===== src/hw/rtl/bms_pkg.sv =====
// shared constants, types and helper functions for the burst memory slave
`default_nettype none
package bms_pkg;

  localparam int QUEUE_DEPTH    = 16;
  localparam int QPTR_W         = (QUEUE_DEPTH > 1) ? $clog2(QUEUE_DEPTH) : 1;
  localparam int QCNT_W         = $clog2(QUEUE_DEPTH + 1);
  localparam int MEM_ADDR_BITS  = 16;
  localparam int MEM_WORDS      = 1 << MEM_ADDR_BITS;
  localparam int BYTES_PER_BEAT = 8;
  localparam int ADDR_W         = 32;
  localparam int DATA_W         = 64;
  localparam int LEN_W          = 8;
  localparam int TAG_W          = 8;

  typedef logic [QPTR_W-1:0]        qptr_t;
  typedef logic [QCNT_W-1:0]        qcnt_t;
  typedef logic [MEM_ADDR_BITS-1:0] widx_t;

  typedef struct packed {
    logic [ADDR_W-1:0] addr;
    logic [LEN_W-1:0]  left;
    logic [TAG_W-1:0]  tag;
  } burst_entry_t;

  // controller to datapath
  typedef struct packed {
    logic accept;     // take the request on the input ports
    logic rd_issue;   // read memory at the head burst address
    logic resp_load;  // build the result and update the head burst
  } ctrl_cmd_t;

  // datapath to controller
  typedef struct packed {
    logic out_full;   // output register holds a result not yet taken
  } dp_status_t;

  function automatic widx_t word_index(input logic [ADDR_W-1:0] byte_addr);
    word_index = byte_addr[MEM_ADDR_BITS+2:3];
  endfunction

  function automatic qptr_t next_slot(input qptr_t ptr);
    if (ptr == qptr_t'(QUEUE_DEPTH - 1)) begin
      next_slot = '0;
    end else begin
      next_slot = ptr + qptr_t'(1);
    end
  endfunction

endpackage
`default_nettype wire


===== src/hw/rtl/bms_ctrl.sv =====
// controller state machine: request accept, memory read, result build
`default_nettype none
module bms_ctrl (
  input  wire logic                   clk,
  input  wire logic                   rst_n,
  input  wire logic                   in_valid,
  output logic                        in_ready,
  input  wire logic                   out_ready,
  input  wire bms_pkg::dp_status_t    status,
  output bms_pkg::ctrl_cmd_t          cmd
);

  localparam logic [1:0] ST_IDLE = 2'd0;
  localparam logic [1:0] ST_READ = 2'd1;
  localparam logic [1:0] ST_RESP = 2'd2;

  logic [1:0] state_r;
  logic [1:0] state_nxt;

  assign in_ready      = (state_r == ST_IDLE);
  assign cmd.accept    = in_valid && in_ready;
  assign cmd.rd_issue  = (state_r == ST_READ);
  assign cmd.resp_load = (state_r == ST_RESP) && (!status.out_full || out_ready);

  always_comb begin
    state_nxt = state_r;
    unique case (state_r)
      ST_IDLE: begin
        if (cmd.accept) state_nxt = ST_READ;
      end
      ST_READ: begin
        state_nxt = ST_RESP;
      end
      ST_RESP: begin
        if (cmd.resp_load) state_nxt = ST_IDLE;
      end
      default: begin
        state_nxt = ST_IDLE;
      end
    endcase
  end

  always_ff @(posedge clk) begin
    if (!rst_n) begin
      state_r <= ST_IDLE;
    end else begin
      state_r <= state_nxt;
    end
  end

endmodule
`default_nettype wire


===== config.mk =====
export PLATFORM = sky130hd
export DESIGN_NAME = bms_ctrl
export DESIGN_NICKNAME = d
export VERILOG_FILES = /design/src/hw/rtl/bms_pkg.sv /design/src/hw/rtl/bms_ctrl.sv
export SDC_FILE = /design/constraint.sdc
export NUM_CORES = 1
export LEC_CHECK = 0
export BUFFER_PORTS_ARGS = -buffer_cell sky130_fd_sc_hd__clkbuf_2
export CORE_AREA = 4 4 41 43
export DETAILED_ROUTE_END_ITERATION = 16
export DIE_AREA = 0 0 45 47
export PLACE_DENSITY = 0.3
export SLEW_MARGIN = 0
export SYNTH_ARGS = -nofsm -noshare
export SYNTH_HDL_FRONTEND = slang
export SYNTH_SLANG_ARGS = --single-unit

===== constraint.sdc =====
create_clock -name clk -period 1 [get_ports clk]
set_clock_uncertainty 0.15 [all_clocks]
set_input_delay 0.1 -clock clk [delete_from_list [all_inputs] [get_ports clk]]
set_output_delay 0.1 -clock clk [all_outputs]
set_load 0.01 [all_outputs]

==> results of run 1 <==
## power by group through the flow
stage | Combinational [mW] | Sequential (mW) | Clock, mW
floorplan | 0.0225 | 0.0907 | 0
global placement | 0.0430 | 0.0921 | 0
detailed placement | 0.0438 | 0.0921 | 0
CTS | 0.0468 | 0.0915 | 0.189
global route | 0.0556 | 0.0942 | 0.213
finish | 0.0496 | 0.0933 | 0.178
## cells in the final DEF (no fill, tap or decap)
cell type	instances
dfxtp_2	2
nor2b_1	1
dlygate4sd3_1	1
and2b_2	1
buf_2	2
and4bb_1	1
and2_1	1
clkbuf_2	6
clkbuf_4	3
nor3b_2	1
o21a_1	1
nor3b_4	1
nor2_1	1
## layer usage
layer  GRT usage [%]  routed length (µm)
met2            5.93                 164
met1            3.61                 126
met4            5.26                   0
met3            3.83                  27
met5               0                   0
## cells by family (layout without fill, tap and decap cells)
group | Yosys count | after routing | synth area share, %
compound gates | 1 | 1 | 7.23
flops | 2 | 2 | 38.6
buf+inv | 0 | 12 | 0
simple gates | 7 | 7 | 54.2
## layout make-up
cell class / count / area, µm²
tap: 15 / 18.8
fill: 155 / 1090
timing repair buffer: 9 / 50.0
clock buffer: 3 / 22.5
sequential: 2 / 42.5
multi-input combinational: 8 / 76.3
## per-stage QoR
step	hold WS [ps]	cells	area [µm²]
after floorplan	67.5	10	106
after global placement	171	33	165
after detailed placement	180	33	165
after CTS	129	37	199
after global routing	131	37	210
final	131	37	210
## timing repair
action / in CTS / in global routing
pin swaps: 1 / 0
hold endpoints to repair: 2 / 0
setup buffers: 0 / 0
gates cloned: 0 / 0
hold buffers: 1 / 0
resized for setup: 1 / 4
setup endpoints to repair: 5 / 5
## worst min-delay path: stages
cell and delay [ps]:
clkbuf_2 80, nor3b_4 140, and2_1 140
## worst paths after layout
path                            from                      end  cells past startpoint
max          state_r[1]$_SDFFE_PN0P_                   cmd[1]                      2
min                         in_valid  state_r[0]$_SDFFE_PN0P_                      3
max reg2reg  state_r[0]$_SDFFE_PN0P_  state_r[1]$_SDFFE_PN0P_                      2
min reg2reg  state_r[1]$_SDFFE_PN0P_  state_r[0]$_SDFFE_PN0P_                      2
==> metrics.md, run 1 <==
| Metric | Value |
|---|---|
| H-Tree Level Count | 1 |
| CP endpoint kind | output pin |
| Post-synth EDFFs | 0 |
| Main synth FF type | dfxtp_1 |
| Share of cells above drive strength 1 | 72.7% |
| PortBufs | 8 |
| Clk slew on worst S/H paths | 30 ps |
| DRT Pass-1 Iters | 3 |
| Worst R2R Setup Slack | -20 ps |
| Largest area contributor in the netlist | dfxtp_1 |
| Rows | 13 |
| Cell variety after synth | 9 |
| Transition time at the pin with the least slew margin | 153 ps |
| Critical path buffers and inverters | 1 |
| Post-synth ARST share | 0% |
| Crit path largest cell delay | 360 ps |
| Detailed Route WL | 318 µm |
| Comb power frac | 15.5% |
| Final Hold Fails | 0 |
| Max Fclk | 845 MHz |
| CP arrival | 930 ps |
| Routability Congestion | 0.576 |
| CTS tree | done |
| Seq/Total Area, Yosys | 38.6% |
| Share of total power in sequential cells | 29.1% |
| Slew Limit Fails | 0 |
| Startpoint types | flop |
| Tot Pwr | 0.321 mW |
| Synth top area share | 38.6% |
| Syn Nets | 15 |
| Worst vdd ir | 0.438 mV |
| Total number of vias | 117 |
| WP data required | 750 ps |
| Pre-CTS setup slack | -21.3 ps |
| Power per cell area | 1530 nW/µm² |
| Die extent in x | 45 µm |
| Ant diodes | 0 |
| Yosys warnings | 0 |
| RSZ-0062 raised after global routing | yes |
| # clock sinks | 2 |
| Max cap viols | 0 |
| IO Pins | 9 |
| DRT iter0 DRCs | 4 |
| Outcome | complete, but fails checks |
| Initial antenna violation count | 0 |
| Slew Limit Headroom | 89.8% |
| Synth Area per Inst | 10.4 µm² |
| Gr usage total | 4.41% |
| Leak Pwr | 0.0993 nW |
| CTS buffer count | 3 |
| Die area | 2120 µm² |
| Setup violators final | 5 |
| Internal power | 0.248 mW |
| Layout Area Growth over Synthesis | 102% |
| Clk Latency, worst-skew pair | 220 ps |
| FF+latch count, synth | 2 |
| Starting density of the core | 7.98% |
| Global-route wire length before repair | 558 µm |
| Top flop regs | state_r (2) |
| Routed wire per std cell | 8.59 µm |
| Top-count cell post-synth | dfxtp_1 |
| Clock root buffer master | clkbuf_4 |
| Failing checks | setup timing |
| DIE HEIGHT | 47 µm |
| Cell family with most CP delay | flip-flops |
| Setup TNS | -550 ps |
| Post-Syn Instances | 10 |
| Core area | 1300 µm² |
| Synth area leaders | dfxtp_1 (39%), and4bb_1 (12%), nor3b_2 (12%) |
| Number of global-route vias before repair | 128 |
| Worst-path maximum fanout | 5 |
| Via-to-Cell Ratio | 3.16 |
| Final Util | 16.2% |
| # DRC | 0 |
| Slowest CP cell | dfxtp_2 |
| Final worst path period share | 118% |
| Largest reg by FF count | state_r |
| Flip-flop count of the largest register after layout | 2 |
| Clock share of power | 55.4% |
| Sw Pwr | 0.0723 mW |
| Gr ovfl total | 0 |
| WS Path Type | flop to output pin |
| Final worst path period need | 1180 ps |
| Min-Delay Path Class | input pin to flop |
| Sw Share | 22.5% |
| Largest net degree at the start of global routing | 6 |
| Mapped Area | 104 µm² |
| Clk buf depth | 2 |
| Post-route ant nets | 0 |
| Crit-path cells | and2b_2 -> clkbuf_2 |
| Final setup margin | -183 ps |
| Total Nets Final | 29 |
Note: power is estimated with default switching activity, not from simulation.
==> run 2: changes to the inputs <==
ABC_AREA = 1   (was unset)
==> metrics.md, run 2 <==
| Metric | Value |
|---|---|
| Outcome | complete, but fails checks |
| Failing checks | hold timing, setup timing |
| Die area | 2120 µm² |
| Final Hold Fails | 1 |
| DIE HEIGHT | 47 µm |
| Clk slew on worst S/H paths | 30 ps |
| Post-route ant nets | 0 |
| Gr ovfl total | 0 |
| Layout Area Growth over Synthesis | 103% |
| Synth Area in Adders | 0% |
| Ant diodes | 0 |
| Hold_ws | -14.3 ps |
| # clock sinks | 2 |
| Total Nets Final | 37 |
| Max Fclk | 888 MHz |
| Commonest non-fill, non-tap cell in the layout | clkbuf_2 |
| Setup bufs post-CTS | 0 |
| Cell family with most CP delay | flip-flops |
| Starting density of the core | 8.27% |
| Initial antenna violation count | 0 |
| Crit path largest cell delay | 330 ps |
| Largest net degree at the start of global routing | 5 |
| DRT Pass-1 Iters | 2 |
| Slowest CP cell | dfxtp_2 |
| PortBufs | 8 |
| Syn Nets | 23 |
| WS Path Type | flop to output pin |
| Synth top area share | 37.2% |
| Yosys warnings | 0 |
| Tot Pwr | 0.326 mW |
| CP endpoint kind | output pin |
| H-Tree Level Count | 1 |
| Final non-filler cell total | 45 |
| Main synth FF type | dfxtp_1 |
| Power per cell area | 1490 nW/µm² |
| Clk Latency, worst-skew pair | 220 ps |
| Top-count cell post-synth | inv_1 |
| CP arrival | 880 ps |
| CTS buffer count | 3 |
| Slew Limit Fails | 0 |
| Routability Congestion | 0.643 |
| Post-Synth Simple-Gate Area | 30.2% |
| Commonest non-fill, non-tap cells in the layout | clkbuf_2 (6), inv_1 (5), clkbuf_4 (3) |
| Post-synthesis compound-gate area fraction | 8.14% |
| Post-synth ARST share | 0% |
| Die extent in x | 45 µm |
| Leak Pwr | 0.125 nW |
| Core area | 1300 µm² |
| FF+latch count, synth | 2 |
| Mux cell area share after synthesis | 0% |
| Flip-flop count of the largest register after layout | 2 |
| Commonest cells post-synth | inv_1 (7), nand2_1 (3), nor2_1 (3) |
| Largest area contributor in the netlist | dfxtp_1 |
| Rows | 13 |
| Mapped Area | 108 µm² |
| Placed insts | 41 |
| Setup violators final | 4 |
| Via-to-Cell Ratio | 3.16 |
| Global-route wire length before repair | 483 µm |
| Gr usage total | 3.63% |
| Worst vdd ir | 0.439 mV |
| Max cap viols | 0 |
| Synth Area per Inst | 5.98 µm² |
| Critical path buffers and inverters | 2 |
| Share of cells above drive strength 1 | 63.3% |
| Synth Area in XOR/XNOR | 0% |
| Crit-path cells | inv_2 -> nand2_4 -> nor2_2 -> buf_2 |
| Final setup margin | -126 ps |
| Final worst path period share | 113% |
| Slew Limit Headroom | 89.1% |
| HPWL Detailed | 214 µm |
| RSZ-0062 raised after global routing | yes |
| Detailed Route WL | 292 µm |
| CTS tree | done |
| IO Pins | 9 |
| Total number of vias | 142 |
| DRT iter0 DRCs | 1 |
| Startpoint types | flop |
| Final worst path period need | 1130 ps |
| Number of global-route vias before repair | 147 |
| Largest family of logic cells by synthesized area | simple AND/OR/NAND/NOR gates |
| Top flop regs | state_r (2) |
| Seq/Total Area, Yosys | 37.2% |
| Post-synth EDFFs | 0 |
| Min-Delay Path Class | input pin to flop |
| Cell variety after synth | 6 |
| Worst-path maximum fanout | 4 |
| Routed wire per std cell | 6.49 µm |
| Post-Syn Instances | 18 |
| Pre-CTS setup slack | 35.5 ps |
| Largest reg by FF count | state_r |
| WP data required | 750 ps |
| Worst R2R Setup Slack | 150 ps |
| Synth area leaders | dfxtp_1 (37%), inv_1 (24%), nand2_1 (10%) |
| # DRC | 0 |
| Clk buf depth | 2 |
| Transition time at the pin with the least slew margin | 162 ps |
| Clock root buffer master | clkbuf_4 |
[run 2: cell type report]
cell class,instances,area [µm²]
multi-input combinational,9,56.3
inverter,7,28.8
sequential,2,42.5
clock buffer,3,22.5
fill,164,1080
tap,15,18.8
timing repair buffer,9,50.0
[run 2: tightest hold or removal path: stages]
cell	delay, ps
clkbuf_2	80
inv_1	80
nor3_1	60
[run 2: final timing paths]
path,endpoint,start,cells past startpoint
max reg2reg,state_r[1]$_SDFFE_PN0P_,state_r[1]$_SDFFE_PN0P_,4
min,state_r[0]$_SDFFE_PN0P_,in_valid,3
max,cmd[2],state_r[0]$_SDFFE_PN0P_,4
min reg2reg,state_r[0]$_SDFFE_PN0P_,state_r[1]$_SDFFE_PN0P_,3
[run 2: cell families (layout without fill, tap and decap cells)]
family          Yosys count  after routing
flops                     2              2
simple gates              8              8
buf+inv                   7             19
compound gates            1              1
[run 2: stage by stage]
step / util (%) / TNS [ps] / area [µm²]
5_1_grt: 16.8 / -655 / 219
6_report: 16.8 / -431 / 219
4_1_cts: 16.0 / -518 / 208
3_5_place_dp: 12.8 / 0 / 166
2_1_floorplan: - / 0 / 108
3_3_place_gp: 12.8 / 0 / 166
[run 2: timing repair]
item / CTS / global route
hold buffers: 1 / 0
gates resized for setup: 5 / 6
hold endpoints to repair: 2 / 0
pin swaps: 0 / 3
setup endpoints to repair: 4 / 5
[run 2: where the power goes]
group	switching, mW	internal [mW]	total [mW]
clock	0.0452	0.132	0.178
sequential	0.00479	0.0860	0.0908
combinational	0.0307	0.0269	0.0576
[run 2: layer usage]
| layer | routed length, µm | global-route usage, % | vias up |
|---|---|---|---|
| met5 | 0 | 0 | - |
| met4 | 0 | 7.02 | 0 |
| met3 | 49 | 1.15 | 0 |
| met2 | 105 | 3.95 | 9 |
| met1 | 137 | 3.85 | 59 |
| li1 | - | - | 74 |
